`config.mk`:
```
export PLATFORM = sky130hd
export DESIGN_NAME = key_chord_hotkey_detector_unit
export DESIGN_NICKNAME = d
export VERILOG_FILES = /design/src/hw/rtl/kchd_pkg.sv /design/src/hw/rtl/kchd_front.sv /design/src/hw/rtl/kchd_queue.sv /design/src/hw/rtl/kchd_back.sv /design/src/hw/rtl/key_chord_hotkey_detector_unit.sv
export SDC_FILE = /design/constraint.sdc
export NUM_CORES = 1
export LEC_CHECK = 0
export BUFFER_PORTS_ARGS = -buffer_cell sky130_fd_sc_hd__buf_4
export CAP_MARGIN = 40
export CORE_ASPECT_RATIO = 1.2
export CORE_MARGIN = 4
export CORE_UTILIZATION = 25
export CTS_BUF_LIST = sky130_fd_sc_hd__clkbuf_4
export CTS_CLUSTER_SIZE = 10
export DETAILED_ROUTE_END_ITERATION = 10
export GPL_TIMING_DRIVEN = 0
export PLACE_DENSITY = 0.39
export SETUP_SLACK_MARGIN = 0.05
export SYNTH_ARGS = -nofsm -noshare
export SYNTH_HDL_FRONTEND = slang
export SYNTH_SLANG_ARGS = --single-unit
```
`constraint.sdc`:
```
create_clock -name clk -period 3.8 [get_ports clk]
set_input_delay 0.38 -clock clk [delete_from_list [all_inputs] [get_ports clk]]
set_output_delay 0.38 -clock clk [all_outputs]
set_load 0.005 [all_outputs]
```
`src/hw/rtl/kchd_pkg.sv`:
```
// shared types and constants of the key chord hotkey detector
`default_nettype none

package kchd_pkg;

  localparam int KEY_W        = 10;
  localparam int CLASS_W      = 5;
  localparam int ACTION_W     = 2;
  localparam int PAT_W        = 32;
  localparam int PAT_SLOTS    = 3;
  localparam int PAT_LEN_W    = 2;
  localparam int HITS_W       = 3;
  localparam int CFG_INDEX_W  = 2;
  localparam int CMD_QUEUE_DEPTH = 2;

  localparam logic [CLASS_W-1:0] KEY_CLASS = 5'd1;

  localparam logic [ACTION_W-1:0] ACT_RELEASE = 2'd0;
  localparam logic [ACTION_W-1:0] ACT_PRESS   = 2'd1;
  localparam logic [ACTION_W-1:0] ACT_REPEAT  = 2'd2;
  localparam logic [ACTION_W-1:0] ACT_OTHER   = 2'd3;

  // register indexes on the config port
  localparam logic [CFG_INDEX_W-1:0] REG_CHORD_A    = 2'd0;
  localparam logic [CFG_INDEX_W-1:0] REG_CHORD_B    = 2'd1;
  localparam logic [CFG_INDEX_W-1:0] REG_CHORD_C    = 2'd2;
  localparam logic [CFG_INDEX_W-1:0] REG_EXIT_CHORD = 2'd3;

  // reset patterns: length in bits 1:0, keys from bit 2 up
  localparam logic [PAT_W-1:0] CHORD_A_RESET    = 32'd73830;     // 25, 18
  localparam logic [PAT_W-1:0] CHORD_B_RESET    = 32'd104923323; // 46, 16, 25
  localparam logic [PAT_W-1:0] CHORD_C_RESET    = 32'd196674;    // 16, 48
  localparam logic [PAT_W-1:0] EXIT_CHORD_RESET = 32'd184394;    // 18, 45

  typedef enum logic [1:0] {
    OP_IGNORE,
    OP_RELEASE,
    OP_PRESS,
    OP_REPEAT
  } op_t;

  typedef enum logic [1:0] {
    KIND_NONE,
    KIND_RELEASED,
    KIND_PRESSED,
    KIND_REPEAT
  } kind_t;

  typedef enum logic [1:0] {
    B_IDLE,
    B_UPDATE,
    B_MATCH
  } back_state_t;

  typedef struct packed {
    op_t              op;
    logic [KEY_W-1:0] key;
  } cmd_t;

  typedef struct packed {
    kind_t             kind;
    logic [KEY_W-1:0]  key;
    logic [HITS_W-1:0] hits;
    logic              term;
    logic              ovf;
  } res_t;

  typedef struct packed {
    logic [PAT_W-1:0] chord_a;
    logic [PAT_W-1:0] chord_b;
    logic [PAT_W-1:0] chord_c;
    logic [PAT_W-1:0] exit_chord;
  } pat_set_t;

endpackage

`default_nettype wire

```
`src/hw/rtl/kchd_front.sv`:
```
// front end: classifies incoming key events into commands
`default_nettype none

module kchd_front (
  input  wire logic                             push,
  output logic                                  full,
  input  wire logic [kchd_pkg::CLASS_W-1:0]     event_class,
  input  wire logic [kchd_pkg::ACTION_W-1:0]    action,
  input  wire logic [kchd_pkg::KEY_W-1:0]       key_code,
  input  wire logic                             q_full,
  output logic                                  q_push,
  output kchd_pkg::cmd_t                        q_cmd
);

  assign full   = q_full;
  assign q_push = push && !q_full;

  always_comb begin
    q_cmd.key = key_code;
    q_cmd.op  = kchd_pkg::OP_IGNORE;
    if (event_class == kchd_pkg::KEY_CLASS) begin
      unique case (action)
        kchd_pkg::ACT_RELEASE: q_cmd.op = kchd_pkg::OP_RELEASE;
        kchd_pkg::ACT_PRESS:   q_cmd.op = kchd_pkg::OP_PRESS;
        kchd_pkg::ACT_REPEAT:  q_cmd.op = kchd_pkg::OP_REPEAT;
        default:               q_cmd.op = kchd_pkg::OP_IGNORE;
      endcase
    end
  end

endmodule

`default_nettype wire

```
`src/hw/rtl/kchd_queue.sv`:
```
// short command queue between front and back
`default_nettype none

module kchd_queue (
  input  wire logic           clk,
  input  wire logic           rst,
  input  wire logic           push,
  input  wire kchd_pkg::cmd_t din,
  output logic                full,
  input  wire logic           pop,
  output kchd_pkg::cmd_t      dout,
  output logic                empty
);

  localparam int DEPTH = kchd_pkg::CMD_QUEUE_DEPTH;
  localparam int PW    = (DEPTH > 1) ? $clog2(DEPTH) : 1;
  localparam int FW    = $clog2(DEPTH + 1);

  kchd_pkg::cmd_t   slots [DEPTH];
  logic [PW-1:0]    wr_ptr;
  logic [PW-1:0]    rd_ptr;
  logic [FW-1:0]    fill;
  logic             do_push;
  logic             do_pop;

  assign full    = (fill == FW'(DEPTH));
  assign empty   = (fill == '0);
  assign do_push = push && !full;
  assign do_pop  = pop && !empty;
  assign dout    = slots[rd_ptr];

  always_ff @(posedge clk) begin
    if (rst) begin
      wr_ptr <= '0;
      rd_ptr <= '0;
      fill   <= '0;
    end else begin
      if (do_push) begin
        wr_ptr <= (wr_ptr == PW'(DEPTH - 1)) ? '0 : wr_ptr + 1'b1;
      end
      if (do_pop) begin
        rd_ptr <= (rd_ptr == PW'(DEPTH - 1)) ? '0 : rd_ptr + 1'b1;
      end
      if (do_push && !do_pop) begin
        fill <= fill + 1'b1;
      end else if (do_pop && !do_push) begin
        fill <= fill - 1'b1;
      end
    end
  end

  always_ff @(posedge clk) begin
    if (do_push) begin
      slots[wr_ptr] <= din;
    end
  end

endmodule

`default_nettype wire

```
`src/hw/rtl/kchd_back.sv`:
```
// back end: held and repeat lists, chord compare and result register
`default_nettype none

module kchd_back #(
  parameter int HELD_DEPTH   = 6,
  parameter int REPEAT_DEPTH = 6,
  parameter int CHORD_KEYS   = 3
) (
  input  wire logic               clk,
  input  wire logic               rst,
  input  wire kchd_pkg::pat_set_t pats,
  input  wire logic               q_empty,
  input  wire kchd_pkg::cmd_t     q_cmd,
  output logic                    q_pop,
  input  wire logic               res_pop,
  output logic                    res_valid,
  output kchd_pkg::res_t          res
);

  localparam int HCW = $clog2(HELD_DEPTH + 1);
  localparam int RCW = $clog2(REPEAT_DEPTH + 1);
  localparam int KW  = kchd_pkg::KEY_W;

  kchd_pkg::back_state_t state;
  kchd_pkg::back_state_t state_next;

  logic [KW-1:0]   held [HELD_DEPTH];
  logic [HCW-1:0]  held_count;
  logic [KW-1:0]   rep [REPEAT_DEPTH];
  logic [RCW-1:0]  rep_count;

  kchd_pkg::cmd_t  cmd;
  kchd_pkg::kind_t kind;
  logic            ovf;
  kchd_pkg::kind_t upd_kind;
  logic            upd_ovf;

  logic [HELD_DEPTH-1:0]   held_hit;
  logic [HELD_DEPTH-1:0]   held_pre;
  logic [REPEAT_DEPTH-1:0] rep_hit;
  logic [REPEAT_DEPTH-1:0] rep_pre;
  logic                    held_found;
  logic                    rep_found;
  logic                    held_room;
  logic                    rep_room;

  logic [kchd_pkg::PAT_W-1:0] pat [4];
  logic [3:0]                 pat_hit;
  logic                       load;

  // first-match search over both lists
  always_comb begin
    for (int j = 0; j < HELD_DEPTH; j++) begin
      held_hit[j] = (HCW'(j) < held_count) && (held[j] == cmd.key);
    end
    held_pre[0] = held_hit[0];
    for (int j = 1; j < HELD_DEPTH; j++) begin
      held_pre[j] = held_pre[j-1] | held_hit[j];
    end
    for (int j = 0; j < REPEAT_DEPTH; j++) begin
      rep_hit[j] = (RCW'(j) < rep_count) && (rep[j] == cmd.key);
    end
    rep_pre[0] = rep_hit[0];
    for (int j = 1; j < REPEAT_DEPTH; j++) begin
      rep_pre[j] = rep_pre[j-1] | rep_hit[j];
    end
  end

  assign held_found = held_pre[HELD_DEPTH-1];
  assign rep_found  = rep_pre[REPEAT_DEPTH-1];
  assign held_room  = held_count < HCW'(HELD_DEPTH);
  assign rep_room   = rep_count < RCW'(REPEAT_DEPTH);

  always_comb begin
    upd_kind = kchd_pkg::KIND_NONE;
    upd_ovf  = 1'b0;
    case (cmd.op)
      kchd_pkg::OP_RELEASE: upd_kind = kchd_pkg::KIND_RELEASED;
      kchd_pkg::OP_PRESS: begin
        upd_kind = kchd_pkg::KIND_PRESSED;
        upd_ovf  = !held_room;
      end
      kchd_pkg::OP_REPEAT: begin
        if (!rep_found) begin
          upd_kind = kchd_pkg::KIND_REPEAT;
          upd_ovf  = !rep_room;
        end
      end
      default: ;
    endcase
  end

  // exact compare of the held list against each pattern
  assign pat[0] = pats.chord_a;
  assign pat[1] = pats.chord_b;
  assign pat[2] = pats.chord_c;
  assign pat[3] = pats.exit_chord;

  always_comb begin
    for (int p = 0; p < 4; p++) begin
      pat_hit[p] = (32'(pat[p][1:0]) <= CHORD_KEYS) && (HCW'(pat[p][1:0]) == held_count);
      for (int i = 0; i < kchd_pkg::PAT_SLOTS; i++) begin
        if (2'(i) < pat[p][1:0]) begin
          pat_hit[p] = pat_hit[p] && (held[i] == pat[p][2 + KW*i +: KW]);
        end
      end
    end
  end

  assign load = (state == kchd_pkg::B_MATCH) && (!res_valid || res_pop);

  always_comb begin
    state_next = state;
    q_pop      = 1'b0;
    unique case (state)
      kchd_pkg::B_IDLE: begin
        q_pop = !q_empty;
        if (!q_empty) begin
          state_next = kchd_pkg::B_UPDATE;
        end
      end
      kchd_pkg::B_UPDATE: state_next = kchd_pkg::B_MATCH;
      kchd_pkg::B_MATCH: begin
        if (load) begin
          state_next = kchd_pkg::B_IDLE;
        end
      end
      default: state_next = kchd_pkg::B_IDLE;
    endcase
  end

  always_ff @(posedge clk) begin
    if (rst) begin
      state <= kchd_pkg::B_IDLE;
    end else begin
      state <= state_next;
    end
  end

  // control: counts and result valid
  always_ff @(posedge clk) begin
    if (rst) begin
      held_count <= '0;
      rep_count  <= '0;
      res_valid  <= 1'b0;
    end else begin
      if (state == kchd_pkg::B_UPDATE) begin
        case (cmd.op)
          kchd_pkg::OP_RELEASE: begin
            if (held_found) begin
              held_count <= held_count - 1'b1;
            end
            if (rep_found) begin
              rep_count <= rep_count - 1'b1;
            end
          end
          kchd_pkg::OP_PRESS: begin
            if (held_room) begin
              held_count <= held_count + 1'b1;
            end
          end
          kchd_pkg::OP_REPEAT: begin
            if (!rep_found && rep_room) begin
              rep_count <= rep_count + 1'b1;
            end
          end
          default: ;
        endcase
      end
      if (load) begin
        res_valid <= 1'b1;
      end else if (res_pop) begin
        res_valid <= 1'b0;
      end
    end
  end

  // payload: list entries, command and result
  always_ff @(posedge clk) begin
    if (q_pop) begin
      cmd <= q_cmd;
    end
    if (state == kchd_pkg::B_UPDATE) begin
      kind <= upd_kind;
      ovf  <= upd_ovf;
      case (cmd.op)
        kchd_pkg::OP_RELEASE: begin
          for (int j = 0; j < HELD_DEPTH - 1; j++) begin
            if (held_pre[j]) begin
              held[j] <= held[j+1];
            end
          end
          for (int j = 0; j < REPEAT_DEPTH - 1; j++) begin
            if (rep_pre[j]) begin
              rep[j] <= rep[j+1];
            end
          end
        end
        kchd_pkg::OP_PRESS: begin
          for (int j = 0; j < HELD_DEPTH; j++) begin
            if (held_count == HCW'(j)) begin
              held[j] <= cmd.key;
            end
          end
        end
        kchd_pkg::OP_REPEAT: begin
          if (!rep_found) begin
            for (int j = 0; j < REPEAT_DEPTH; j++) begin
              if (rep_count == RCW'(j)) begin
                rep[j] <= cmd.key;
              end
            end
          end
        end
        default: ;
      endcase
    end
    if (load) begin
      if (cmd.op == kchd_pkg::OP_IGNORE) begin
        res <= '0;
      end else begin
        res.kind <= kind;
        res.key  <= cmd.key;
        res.hits <= pat_hit[2:0];
        res.term <= pat_hit[3];
        res.ovf  <= ovf;
      end
    end
  end

endmodule

`default_nettype wire

```
`src/hw/rtl/key_chord_hotkey_detector_unit.sv`:
```
// top level of the key chord hotkey detector
//
// usage:
//   events enter as queue beats: drive event_class, action and key_code with
//   push high; a beat is taken at a clock edge where push is high and full low
//   results leave as queue beats: while empty is low the oldest result sits on
//   report_kind, key_out, chord_hits, terminate and overflow; pop takes it
//   the config channel (cfg_valid, cfg_ready, cfg_index, cfg_data) writes the
//   chord patterns; cfg_ready is always high, write only while idle
// timing:
//   every event gives exactly one result beat, ignored events give all zeros
//   an accepted event passes the queue, the back end's command register, its
//   kind and overflow registers and the result register; the back end's
//   three-state sequencer (take command, update the lists, compare chords)
//   ends each event before it takes the next; a two-entry command queue lets
//   the front keep taking events while the back waits on a stalled result;
//   when pop stays low the result holds, the queue fills and full rises
// reset (rst, synchronous): lists empty, queue and result register empty,
//   chord registers back to their default patterns
`default_nettype none

module key_chord_hotkey_detector_unit #(
  parameter int HELD_DEPTH   = 6,
  parameter int REPEAT_DEPTH = 6,
  parameter int CHORD_KEYS   = 3
) (
  input  wire logic                                clk,
  input  wire logic                                rst,
  // event beats in
  input  wire logic                                push,
  output logic                                     full,
  input  wire logic [kchd_pkg::CLASS_W-1:0]        event_class,
  input  wire logic [kchd_pkg::ACTION_W-1:0]       action,
  input  wire logic [kchd_pkg::KEY_W-1:0]          key_code,
  // result beats out
  output logic                                     empty,
  input  wire logic                                pop,
  output logic [1:0]                               report_kind,
  output logic [kchd_pkg::KEY_W-1:0]               key_out,
  output logic [kchd_pkg::HITS_W-1:0]              chord_hits,
  output logic                                     terminate,
  output logic                                     overflow,
  // config writes
  input  wire logic                                cfg_valid,
  output logic                                     cfg_ready,
  input  wire logic [kchd_pkg::CFG_INDEX_W-1:0]    cfg_index,
  input  wire logic [kchd_pkg::PAT_W-1:0]          cfg_data
);

  kchd_pkg::pat_set_t pats;
  kchd_pkg::cmd_t     front_cmd;
  kchd_pkg::cmd_t     q_cmd;
  kchd_pkg::res_t     res;
  logic               q_push;
  logic               q_full;
  logic               q_pop;
  logic               q_empty;
  logic               res_valid;
  logic               res_pop;

  // config registers, always ready
  assign cfg_ready = 1'b1;

  always_ff @(posedge clk) begin
    if (rst) begin
      pats.chord_a    <= kchd_pkg::CHORD_A_RESET;
      pats.chord_b    <= kchd_pkg::CHORD_B_RESET;
      pats.chord_c    <= kchd_pkg::CHORD_C_RESET;
      pats.exit_chord <= kchd_pkg::EXIT_CHORD_RESET;
    end else if (cfg_valid && cfg_ready) begin
      unique case (cfg_index)
        kchd_pkg::REG_CHORD_A:    pats.chord_a    <= cfg_data;
        kchd_pkg::REG_CHORD_B:    pats.chord_b    <= cfg_data;
        kchd_pkg::REG_CHORD_C:    pats.chord_c    <= cfg_data;
        kchd_pkg::REG_EXIT_CHORD: pats.exit_chord <= cfg_data;
        default: ;
      endcase
    end
  end

  // front: classify events into commands
  kchd_front u_front (
    .push        (push),
    .full        (full),
    .event_class (event_class),
    .action      (action),
    .key_code    (key_code),
    .q_full      (q_full),
    .q_push      (q_push),
    .q_cmd       (front_cmd)
  );

  // decoupling queue
  kchd_queue u_queue (
    .clk   (clk),
    .rst   (rst),
    .push  (q_push),
    .din   (front_cmd),
    .full  (q_full),
    .pop   (q_pop),
    .dout  (q_cmd),
    .empty (q_empty)
  );

  // back: list engine, chord compare, result register
  kchd_back #(
    .HELD_DEPTH   (HELD_DEPTH),
    .REPEAT_DEPTH (REPEAT_DEPTH),
    .CHORD_KEYS   (CHORD_KEYS)
  ) u_back (
    .clk       (clk),
    .rst       (rst),
    .pats      (pats),
    .q_empty   (q_empty),
    .q_cmd     (q_cmd),
    .q_pop     (q_pop),
    .res_pop   (res_pop),
    .res_valid (res_valid),
    .res       (res)
  );

  // result side
  assign empty       = !res_valid;
  assign res_pop     = pop && res_valid;
  assign report_kind = res.kind;
  assign key_out     = res.key;
  assign chord_hits  = res.hits;
  assign terminate   = res.term;
  assign overflow    = res.ovf;

endmodule

`default_nettype wire

```
* Word level (Yosys, flattened, before mapping)
Memories as Yosys holds them, arrays and structs flattened. A register that Yosys moved wholly into a read port is not among the register bits. Cells that the tools add are included.
Cells by class: add/sub/neg operators 8, order comparisons 26, equality and inequality tests 56, multiplexer cells 146, bitwise logic cells 20, reductions and logical operators 61
Operators by type and width (number):
- == test 10 bit | 24
- 2-to-1 mux 10 bit | 12
- 2-to-1 mux 1 bit | 116
- logical AND 1 bit | 32
- OR 1 bit | 20
- OR reduction 10 bit | 2
- 2-to-1 mux 3 bit | 6
- case mux 2 bit (3 select lines) | 3
- less-than comparator 1 x 2 -> 1 bit (first input constant) | 8
- == test 2 bit (second input constant) | 7
- == test 2 x 3 -> 1 bit | 4
- == test 3 x 2 -> 1 bit (second input constant) | 4
- == test 3 bit (second input constant) | 4
- less-than comparator 1 x 3 -> 1 bit (first input constant) | 4
- less-than comparator 2 x 3 -> 1 bit (first input constant) | 4
- less-than comparator 3 bit (first input constant) | 4
- 2-to-1 mux 2 bit | 6
- case mux 3 bit (2 select lines) | 2
- logical NOT 2 bit | 5
- != test 2 x 1 -> 1 bit (second input constant) | 5
- AND reduction 2 bit | 5
- == test 2 x 1 -> 1 bit (second input constant) | 4
- logical NOT 1 bit | 8
- less-than comparator 2 bit (first input constant) | 4
- 14 further kinds | 24
Word-level totals: bits in registers 161, RAM bits 144, input bits 56, output and inout port bits 20, logic and storage cells 338, memories kept 3
Memories:
- u_back.held | words 6, width 10, rd ports 6, clocked after memory_dff 0, write ports 5, RTL line kchd_back.sv:27 | logic [KW-1:0] held [HELD_DEPTH];
- u_back.rep | words 6, width 10, rd ports 6, clocked after memory_dff 0, write ports 5, RTL line kchd_back.sv:29 | logic [KW-1:0] rep [REPEAT_DEPTH];
- u_queue.slots | words 2, width 12, rd ports 1, clocked after memory_dff 1, write ports 1, RTL line kchd_queue.sv:19 | kchd_pkg::cmd_t slots [DEPTH];

* Logic depth before layout (Yosys ltp)
Gate-level depths: netlist (run 1). An unclocked memory read counts as a cell.
depth in word-level cells 14, depth in mapped cells 11

* Modules after synthesis
From an unflattened synthesis (run 1), not the netlist that was laid out.
Second synthesis, totals: cell total of the unflattened synthesis 1444, area, all modules 16429.5 sq um
Modules (own cells, without submodules):
- kchd_back | instances 1, cells each 884, area each 10027.1 sq um, seq. area each 4744.6 sq um
- key_chord_hotkey_detector_unit | instances 1, cells each 478, area each 5162.5 sq um, seq. area each 2562.5 sq um
- kchd_queue | instances 1, cells each 62, area each 1078.5 sq um, seq. area each 820.8 sq um
- kchd_front | instances 1, cells each 20, area each 161.4 sq um, seq. area each 0.0 sq um

* Worst setup path after synthesis (run 1)
Ideal clock, no wire load.
kind register to register, from register u_back.rep_count[1], to memory u_back.rep[5][0] (netlist bit), enable pin, setup time 0.404 ns, arrival 2.785 ns, required time 3.396 ns, path slack 0.611 ns, stages on the path, launching flop included 11, buffers on the path 1, path through dfxtp_1 > clkbuf_1 > inv_1 > ha_1 > o21ba_2 > o211ai_1 > or3_1 > nand4_1 > nor2_1 > nand2_1 > nor4_1
RTL lines:
- from (decl) | RTL line kchd_back.sv:30 | logic [RCW-1:0] rep_count;
- from (signal assigned) | RTL line kchd_back.sv:154 | rep_count <= rep_count - 1'b1;
- from (signal assigned) | RTL line kchd_back.sv:164 | rep_count <= rep_count + 1'b1;
- to (decl) | RTL line kchd_back.sv:29

==> impl_metrics.ini, run 1 <==
[routing]
drtPass1Iterations = 5
routed_wl_mm = 53.88
drt_iter0_markers = 823
vias = 12100
drtAntennaViolNets = 0
drcViolationCount = 0
wire_per_inst_um = 20.20
viasPerCell = 4.536

[logic_synthesis]
synth_area_per_cell_um2 = 9.989
ys_types = 56
syn-num-nets = 1626
synth_seq_cells = 317
yosysSeqAreaShare_pct = 52.26
synthesis.instances = 1553
synth_top_flop_cell = edfxtp_1
async_flop_share_pct = 0
synth_warnings = 0
synth_edf_count = 176
syn-cell-area_mm2 = 0.01551

[pwr]
p_int_mw = 6.829
clockPowerShare_pct = 32.1
combPwrFrac_pct = 28.1
ir_worst_vdd_mv = 0.2450
p_sw_mw = 3.621
p_sw_share_pct = 34.65
leakage_nw = 6.805
power_mw = 10.45
seqPwrFrac_pct = 39.9
powerDensity_mw_per_mm2 = 551.6

[worst_setup_path]
critPathKind = reg2reg
start_kind = register
cp-startpoint = u_back.rep_count[1]
cp.required_ns = 4.30
cp-end-kind = register
critPathArrivalTime_ns = 3.90
path_max_fanout = 10
rr_startpoint = u_back.rep_count[1]

[clock_tree]
clk_pin_slew_ns = 0.06
htreeDepth = 3
cts_buffers = 91
cts_tree = built
cts_setup_buffers = 0
cts_sinks = 317
clkLatencyLatePin_ns = 0.85
cts_buffer_depth = 3
cts_root_buffer = clkbuf_4

[sta]
timing.slew.headroom_pct = 42.09
finalMaxSlewViolations = 0
fin_skew_ns = 0.07076
timing.final.crit_share_pct = 89.63
clock.fmax_mhz = 293.6
final_hold_viol_count = 0
finalSetupViolCount = 0
rsz0062_at_grt = false
period_needed_ns = 3.406
tightest_slew_ns = 0.8687

[die]
start_util_pct = 25.35
core_area_mm2 = 0.06119
ios = 76
die_h_um = 280.9
core.rowCount = 99
die-area_mm2 = 0.06612
dieWidth_um = 235.4

[flow_run]
cap_viol_max_count = 0

[place]
dp_cells = 2446
port_buffers = 73
hpwlAfterDp_mm = 38.97
place_congestion = 0.8487

[layout]
area_delta_synth_final_pct = 22.12
fill_cells = 6439
stdcell_count = 2667
layout_common_cells = 385 x nand2_1, 176 x edfxtp_1, 153 x xnor2_1
final_common_cell = nand2_1
drive_gt1_share_pct = 17.71
fin_nets = 1857

[global_routing]
grt_pass1_wl_mm = 79.27
grt_pass1_vias = 12440
grt_max_degree = 14
grt_usage_pct = 15.97
antenna_found_initial = 1
grt-ovfl-total = 0

[run_status]
status = finished clean

[hold_path]
hold_class = in2reg
hp-start = rst
worst max-delay path, cell delays in order (launching register included):
cell	delay, ns
dfxtp_1	0.34
clkbuf_1	0.28
inv_1	0.19
ha_1	0.21
o21ba_2	0.18
o211ai_1	0.15
or3_1	0.18
nand4_1	0.32
nor2_2	0.38
nand2_1	0.14
nor4_4	0.44
buf_2	0.28
power by group through the flow:
stage / registers (mW) / logic [mW] / clock network (mW)
detailed placement: 4.24 / 2.91 / 0
global route: 4.19 / 3.18 / 3.67
finish: 4.17 / 2.93 / 3.35
CTS: 4.17 / 2.97 / 3.49
global placement: 4.24 / 2.87 / 0
floorplan: 4.17 / 1.84 / 0
routing by layer:
layer	part of all wire [%]	GRT usage, %	up-vias
li1	-	-	5829
met1	42	18.80	5803
met2	50	28.60	357
met3	4.5	2.984	109
met4	3.5	6.688	0
met5	0	0	-
area by class of cell:
class                           instances  area (um^2)  area share, %
Antenna cell                            1        2.502        0.01321
Buffer                                118        508.0          2.681
Clock buffer                          140         1051          5.547
Clock inverter                         27        157.7         0.8321
Inverter                               16        60.06         0.3170
Multi-Input combinational cell       1102         6865          36.24
Sequential cell                       317         8108          42.79
Tap cell                              808         1011          5.336
Timing Repair Buffer                  138         1182          6.241
synth_stat cells, drive strengths merged, types with 2 or more instances:
library cell | number | area (um^2)
ha | 17 | 212.7
or2 | 3 | 18.77
mux2i | 3 | 30.03
nand4 | 37 | 231.5
nor4 | 32 | 200.2
o2111ai | 2 | 17.52
nand3b | 29 | 217.7
nor2 | 22 | 82.58
inv | 16 | 60.06
nand2b | 5 | 31.28
and3 | 6 | 42.54
and2 | 2 | 12.51
nor3 | 22 | 120.1
nor2b | 16 | 100.1
buf | 29 | 172.7
a21oi | 116 | 580.6
dfxtp | 141 | 2823
or3 | 8 | 50.05
a31oi | 3 | 18.77
nor3b | 2 | 15.01
o41ai | 5 | 43.79
edfxtp | 176 | 5285
o211ai | 4 | 30.03
xor2 | 97 | 849.6
nand3 | 28 | 140.1
clkbuf | 89 | 334.1
o21ai | 18 | 90.09
mux2 | 62 | 698.2
or4 | 4 | 37.53
xnor2 | 153 | 1340
nor4b | 4 | 41.29
nand2 | 385 | 1445
a2111oi | 2 | 17.52
registers in the layout, summed over array words and instances, names as in the netlist:
name	flops
u_queue.rd_ptr	1
u_back.rep	60
u_queue.fill	2
u_queue.slots	24
u_back.held_count	3
u_queue.wr_ptr	1
u_back.kind	2
pats	128
u_back.res_valid	1
u_back.held	60
u_back.state	2
u_back.rep_count	3
u_back.res	17
u_back.ovf	1
u_back.cmd	12
worst paths after layout:
check	endpoint	slack, ns	cells past startpoint
worst max register to register	u_back.rep[5][2]	0.39	11
worst min register to register	pats[47]	0.47	2
worst max-delay path	u_back.rep[5][2]	0.39	11
worst min-delay path	u_back.rep_count[2]	0.09	3
logic make-up (layout without fill, tap and decap cells):
kind of cell,Yosys count,in the layout,share of synthesized area [%]
other,1,2,0.02417
AND/OR/NAND/NOR,606,606,18.02
AO/OA/AOI/OAI,163,163,5.864
flip-flops,317,317,52.26
adder cells (fa/ha/maj),17,17,1.371
XOR/XNOR,250,250,14.11
buffers and inverters,134,439,3.653
multiplexers,65,65,4.694
through the flow:
step	area, um^2	TNS [ns]	setup slack (ns)	utilization [%]	hold WS, ns
floorplan	15510	0	0.6111	-	0.4463
CTS	18930	0	0.1255	30.94	0.01524
detailed placement	17190	0	0.1663	28.09	0.4591
global route	18950	0	0.06469	30.96	0.1042
finish	18950	0	0.3942	30.96	0.09228
global placement	17070	-16.03	-0.6364	27.90	0.4538
what timing repair did:
action                                 CTS  global route
setup endpoints to repair                0            40
hold buffers                            53             0
resized for setup                        0             4
endpoints found under the hold margin  155             0
Note: power is estimated with default switching activity, not from simulation.
==> inputs of run 2 (changes only) <==
Settings changed: ABC_AREA set to 1.
==> run 2 against run 1 <==
  * Power rose by 7.0%
  * Maximum frequency fell by 0.46%
  * Non-clock buffer count fell by 24
  * Sequential power rose by 4%
  * Die area rose by 2.9%
  * Design area rose by 3.0%
  * Clock skew rose by 0.0058 ns
  * Cell count rose by 17%
==> impl_metrics.ini, run 2 <==
[routing]
drt-met1-wl_mm = 27.64
drtPass1Iterations = 6
routed_wl_mm = 63.58
drtAntennaViolNets = 0
viasPerCell = 4.701
drt_iter0_markers = 1016
drcViolationCount = 0
met3_length_mm = 3.006
wire_per_inst_um = 20.46
met2_length_mm = 30.57
vias = 14610
highest_layer = met4

[place]
dp_cells = 2878
place_congestion = 0.8684
port_buffers = 73
place_ws_ns = 0.008397
place_area_mm2 = 0.01773
hpwlAfterDp_mm = 46.27

[worst_setup_path]
path_max_fanout = 10
r2r_setup_slack_ns = 0.38
critPathKind = reg2reg
critPathArrivalTime_ns = 3.94
cp.required_ns = 4.32
cp-end-kind = register
start_kind = register

[sta]
clock.fmax_mhz = 292.3
whs_ns = 0.1232
finalSetupViolCount = 0
final_hold_viol_count = 0
tightest_slew_ns = 0.9073
fin_skew_ns = 0.07660
rsz0062_at_grt = false
setup_slack_ns = 0.3784
finalMaxSlewViolations = 0
period_needed_ns = 3.422
finalSetupTns_ns = 0
timing.slew.headroom_pct = 39.51
timing.final.crit_share_pct = 90.04

[die]
start_util_pct = 25.24
die-area_mm2 = 0.06806
ios = 76
die_h_um = 285.0
core.rowCount = 101
dieWidth_um = 238.8
core_area_mm2 = 0.06331

[layout]
fin_area_mm2 = 0.01951
drive_gt1_share_pct = 13.28
largest_reg_flops = 128
layout_common_cells = 449 x nand2_1, 235 x nor2_1, 201 x inv_1
final_common_cell = nand2_1
largest_register = pats
top_regs = pats: 128 flops, u_back.held: 60 flops, u_back.rep: 60 flops
stdcell_count = 3108
area_delta_synth_final_pct = 22.04
fin_nets = 2274
fill_cells = 6838

[clock_tree]
clkLatencyLatePin_ns = 0.88
cts_buffer_depth = 3
cts_tree = built
clk_pin_slew_ns = 0.06
htreeDepth = 3
cts_setup_buffers = 0
cts_root_buffer = clkbuf_4
cts_sinks = 317
cts_buffers = 95

[logic_synthesis]
yosysTopAreaCell = edfxtp_1
syn-cell-area_mm2 = 0.01598
yosysMostFrequentCell = nand2_1
synth_top_flop_cell = edfxtp_1
synth_seq_cells = 317
synth_commonest_cells = 449 x nand2_1, 235 x nor2_1, 201 x inv_1
ys_types = 44
synth_edf_count = 176
synthesis.instances = 1964
syn-num-nets = 2037
synth_warnings = 0
synth_area_per_cell_um2 = 8.138
yosysSeqAreaShare_pct = 50.73
async_flop_share_pct = 0
synth_top_area_share_pct = 33.07
ys_top_cells_by_area = edfxtp_1 33%, dfxtp_1 18%, nand2_1 11%, nor2_1 5.5%, o21ai_0 5.2%

[global_routing]
grt_pass1_wl_mm = 93.63
grt_pass1_vias = 14680
grt_usage_pct = 18.32
antenna_found_initial = 1
grt-ovfl-total = 0
grt_max_degree = 15

[pwr]
powerDensity_mw_per_mm2 = 573.3
ir_worst_vdd_mv = 0.2625
leakage_nw = 8.208

[flow_run]
cap_viol_max_count = 0

[hold_path]
hold_class = in2reg

[run_status]
status = finished clean
run 2: cell count changes after synthesis, moves of 60 or more:
cell / change
o21ai_0: +147
nor2_1: +213
xnor2_1: -127
inv_1: +185
mux2_2: -60
nand2_1: +64
nand3_1: +78
run 2: what timing repair did:
item | in CTS | in global routing
endpoints found under the hold margin | 155 | 0
hold buffers | 50 | 0
endpoints found under the setup margin | 6 | 6
gates resized for setup | 1 | 1
run 2: logic make-up after synthesis:
kind of cell,after synthesis,share of synthesized area (%)
adder cells (fa/ha/maj),17,1.331
buffers and inverters,304,7.539
flip-flops,317,50.73
XOR/XNOR,90,4.932
other,1,0.02346
AND/OR/NAND/NOR,931,25.04
AO/OA/AOI/OAI,304,10.41
run 2: per-layer routing:
metal  GRT usage [%]  vias up
met5               0        -
met4           7.853        0
met3           2.931      117
met2           31.04      409
met1           23.04     7011
li1                -     7073
run 2: cell type report:
cell class	count	area, um^2	area share, %
flip-flops and latches	317	8108	41.57
multi-input cells	1343	6685	34.27
repair buffers	140	1197	6.139
clock buffers	142	1066	5.465
well taps	824	1031	5.286
inverters	212	797.0	4.086
plain buffers	92	409.1	2.098
clock inverters	35	203.9	1.046
diodes	3	7.507	0.03849
run 2: worst paths after layout:
check / from / to / cells after the start
setup / recovery: u_back.held_count[0] / u_back.held[0][7] / 10
hold / removal: action[1] / u_queue.slots[0][11] / 5
hold reg to reg: pats[106] / pats[106] / 2
setup reg to reg: u_back.held_count[0] / u_back.held[0][7] / 10
run 2: critical path, cell delays in order (launching register included):
cell and delay [ns]:
dfxtp_1 0.38, clkbuf_1 0.59, inv_1 0.40, ha_1 0.33
nand3_1 0.11, nand4_1 0.12, buf_2 0.20, nor2_1 0.21
inv_1 0.09, o21ai_1 0.39, buf_2 0.28
run 2: metrics by stage:
| step | util, % | total power, mW |
|---|---|---|
| after floorplan | - | 6.258 |
| after global placement | 27.74 | 7.690 |
| after detailed placement | 28.00 | 7.726 |
| after CTS | 30.80 | 11.36 |
| after global routing | 30.81 | 11.87 |
| final | 30.81 | 11.18 |
run 2: report_power, final:
part,internal (mW),leakage (nW),switching (mW)
logic,0.980,4.71,2.37
clock network,1.85,0.739,1.65
registers,4.06,2.76,0.273
==> inputs of run 3 (changes only) <==
Settings changed: REMOVE_ABC_BUFFERS set to 1.
==> run 3 against run 2 <==
  * Die area unchanged
  * Power down 0.62%
  * Setup slack worse by 0.060 ns
  * Largest cell class unchanged
  * Utilization is 0.12 points higher
==> impl_metrics.ini, run 3 (synthesized netlist as in run 2, its figures left out) <==
[sta]
rsz0062_at_grt = false
timing.slew.headroom_pct = 44.41
final_hold_viol_count = 0
fin_skew_ns = 0.08535
tightest_slew_ns = 0.8293
timing.final.crit_share_pct = 91.62
finalSetupTns_ns = 0
clock.fmax_mhz = 287.2
period_needed_ns = 3.481
finalMaxSlewViolations = 0
finalSetupViolCount = 0
setup_slack_ns = 0.3186

[die]
core_area_mm2 = 0.06331
start_util_pct = 25.24
die-area_mm2 = 0.06806
ios = 76
dieWidth_um = 238.8
die_h_um = 285.0
core.rowCount = 101

[pwr]
ir_worst_vdd_mv = 0.2354
combPwrFrac_pct = 30.2
leakage_nw = 8.230
clockPowerShare_pct = 29.6
p_sw_mw = 4.115
powerDensity_mw_per_mm2 = 567.6
power_mw = 11.11
p_int_mw = 6.998
seqPwrFrac_pct = 40.2
p_sw_share_pct = 37.03

[place]
hpwlAfterDp_mm = 39.18
place_ws_ns = 0.06829
place_congestion = 0.8265
port_buffers = 74

[layout]
fin_nets = 2217
fill_cells = 6746
top_regs = pats: 128 flops, u_back.held: 60 flops, u_back.rep: 60 flops
area_delta_synth_final_pct = 22.51
drive_gt1_share_pct = 14.08
largest_register = pats
largest_reg_flops = 128
layout_common_cells = 449 x nand2_1, 233 x nor2_1, 195 x inv_1
final_common_cell = nand2_1

[clock_tree]
clkLatencyLatePin_ns = 0.86
cts_tree = built
htreeDepth = 3
cts_sinks = 317
cts_buffers = 93
cts_buffer_depth = 3
cts_root_buffer = clkbuf_4
clk_pin_slew_ns = 0.07

[routing]
drt_iter0_markers = 761
routed_wl_mm = 54.62
wire_per_inst_um = 18.05
drtAntennaViolNets = 0
drtPass1Iterations = 7
viasPerCell = 4.560
drcViolationCount = 0
vias = 13800

[run_status]
status = finished clean

[worst_setup_path]
start_kind = register
critPathArrivalTime_ns = 4.18
cp-end-kind = register
path_max_fanout = 26
critPathKind = reg2reg
cp.required_ns = 4.50

[global_routing]
grt-ovfl-total = 0
grt_pass1_vias = 13960
grt_usage_pct = 15.73
antenna_found_initial = 1
grt_pass1_wl_mm = 82.63
grt_max_degree = 85

[flow_run]
cap_viol_max_count = 0

[hold_path]
hold_class = in2reg
==> run 3: area by class of cell <==
class,instances,area [um^2],share of cell area [%]
Antenna cell,1,2.502,0.01278
Clock buffer,136,1021,5.214
Clock inverter,16,117.6,0.6007
Inverter,212,818.3,4.179
Multi-Input combinational cell,1346,6733,34.39
Sequential cell,317,8108,41.41
Tap cell,824,1031,5.266
Timing Repair Buffer,174,1749,8.934
==> run 3: what timing repair did <==
action | CTS | global route
gates cloned | 1 | 2
setup endpoints to repair | 9 | 123
hold buffers | 52 | 0
pin swaps | 1 | 2
hold endpoints to repair | 165 | 0
buffers inserted | 0 | 12
gates resized for setup | 0 | 6
==> run 3: worst paths after layout <==
check | cells past startpoint | endpoint | slack, ns | from
worst min-delay path | 5 | u_queue.slots[0][11] | 0.21 | action[1]
worst max-delay path | 12 | u_back.rep[0][1] | 0.32 | u_back.cmd[3]
worst min register to register | 2 | pats[114] | 0.47 | pats[114]
worst max register to register | 12 | u_back.rep[0][1] | 0.32 | u_back.cmd[3]
==> run 3: critical path, stage by stage (launching register included) <==
cell and delay [ns]:
edfxtp_1 0.67, clkinvlp_4 0.38, or2_2 0.37, nand4_1 0.08
nor3_1 0.06, nand3_2 0.16, inv_2 0.05, nor3_2 0.36
o2111ai_4 0.41, buf_16 0.29, nand2_4 0.14, nand2_1 0.19
nand2_1 0.14
==> run 3: layer usage <==
layer,routed length (um),vias to the layer above,global-route usage [%]
met5,0,-,0
met4,1945,0,6.648
met3,1892,115,2.534
met2,27270,286,27.67
met1,23500,6468,18.95
li1,-,6929,-
==> run 3: power groups by stage <==
stage               Clock [mW]  Combinational [mW]  Sequential (mW)
floorplan                    0                1.65             4.47
global placement             0                2.51             4.88
detailed placement           0                3.20             4.57
CTS                       3.43                3.27             4.50
global route              3.58                3.73             4.50
finish                    3.29                3.36             4.46
==> run 3: through the flow <==
stage | utilization [%] | std cells | hold slack (ns) | area, um^2
3_3_place_gp | 27.10 | 2770 | 0.4532 | 17160
2_1_floorplan | - | 1872 | 0.4409 | 15570
6_report | 30.93 | 3026 | 0.2096 | 19580
4_1_cts | 30.72 | 3011 | 0.07712 | 19450
5_1_grt | 30.93 | 3026 | 0.1628 | 19580
3_5_place_dp | 28.08 | 2806 | 0.4575 | 17780
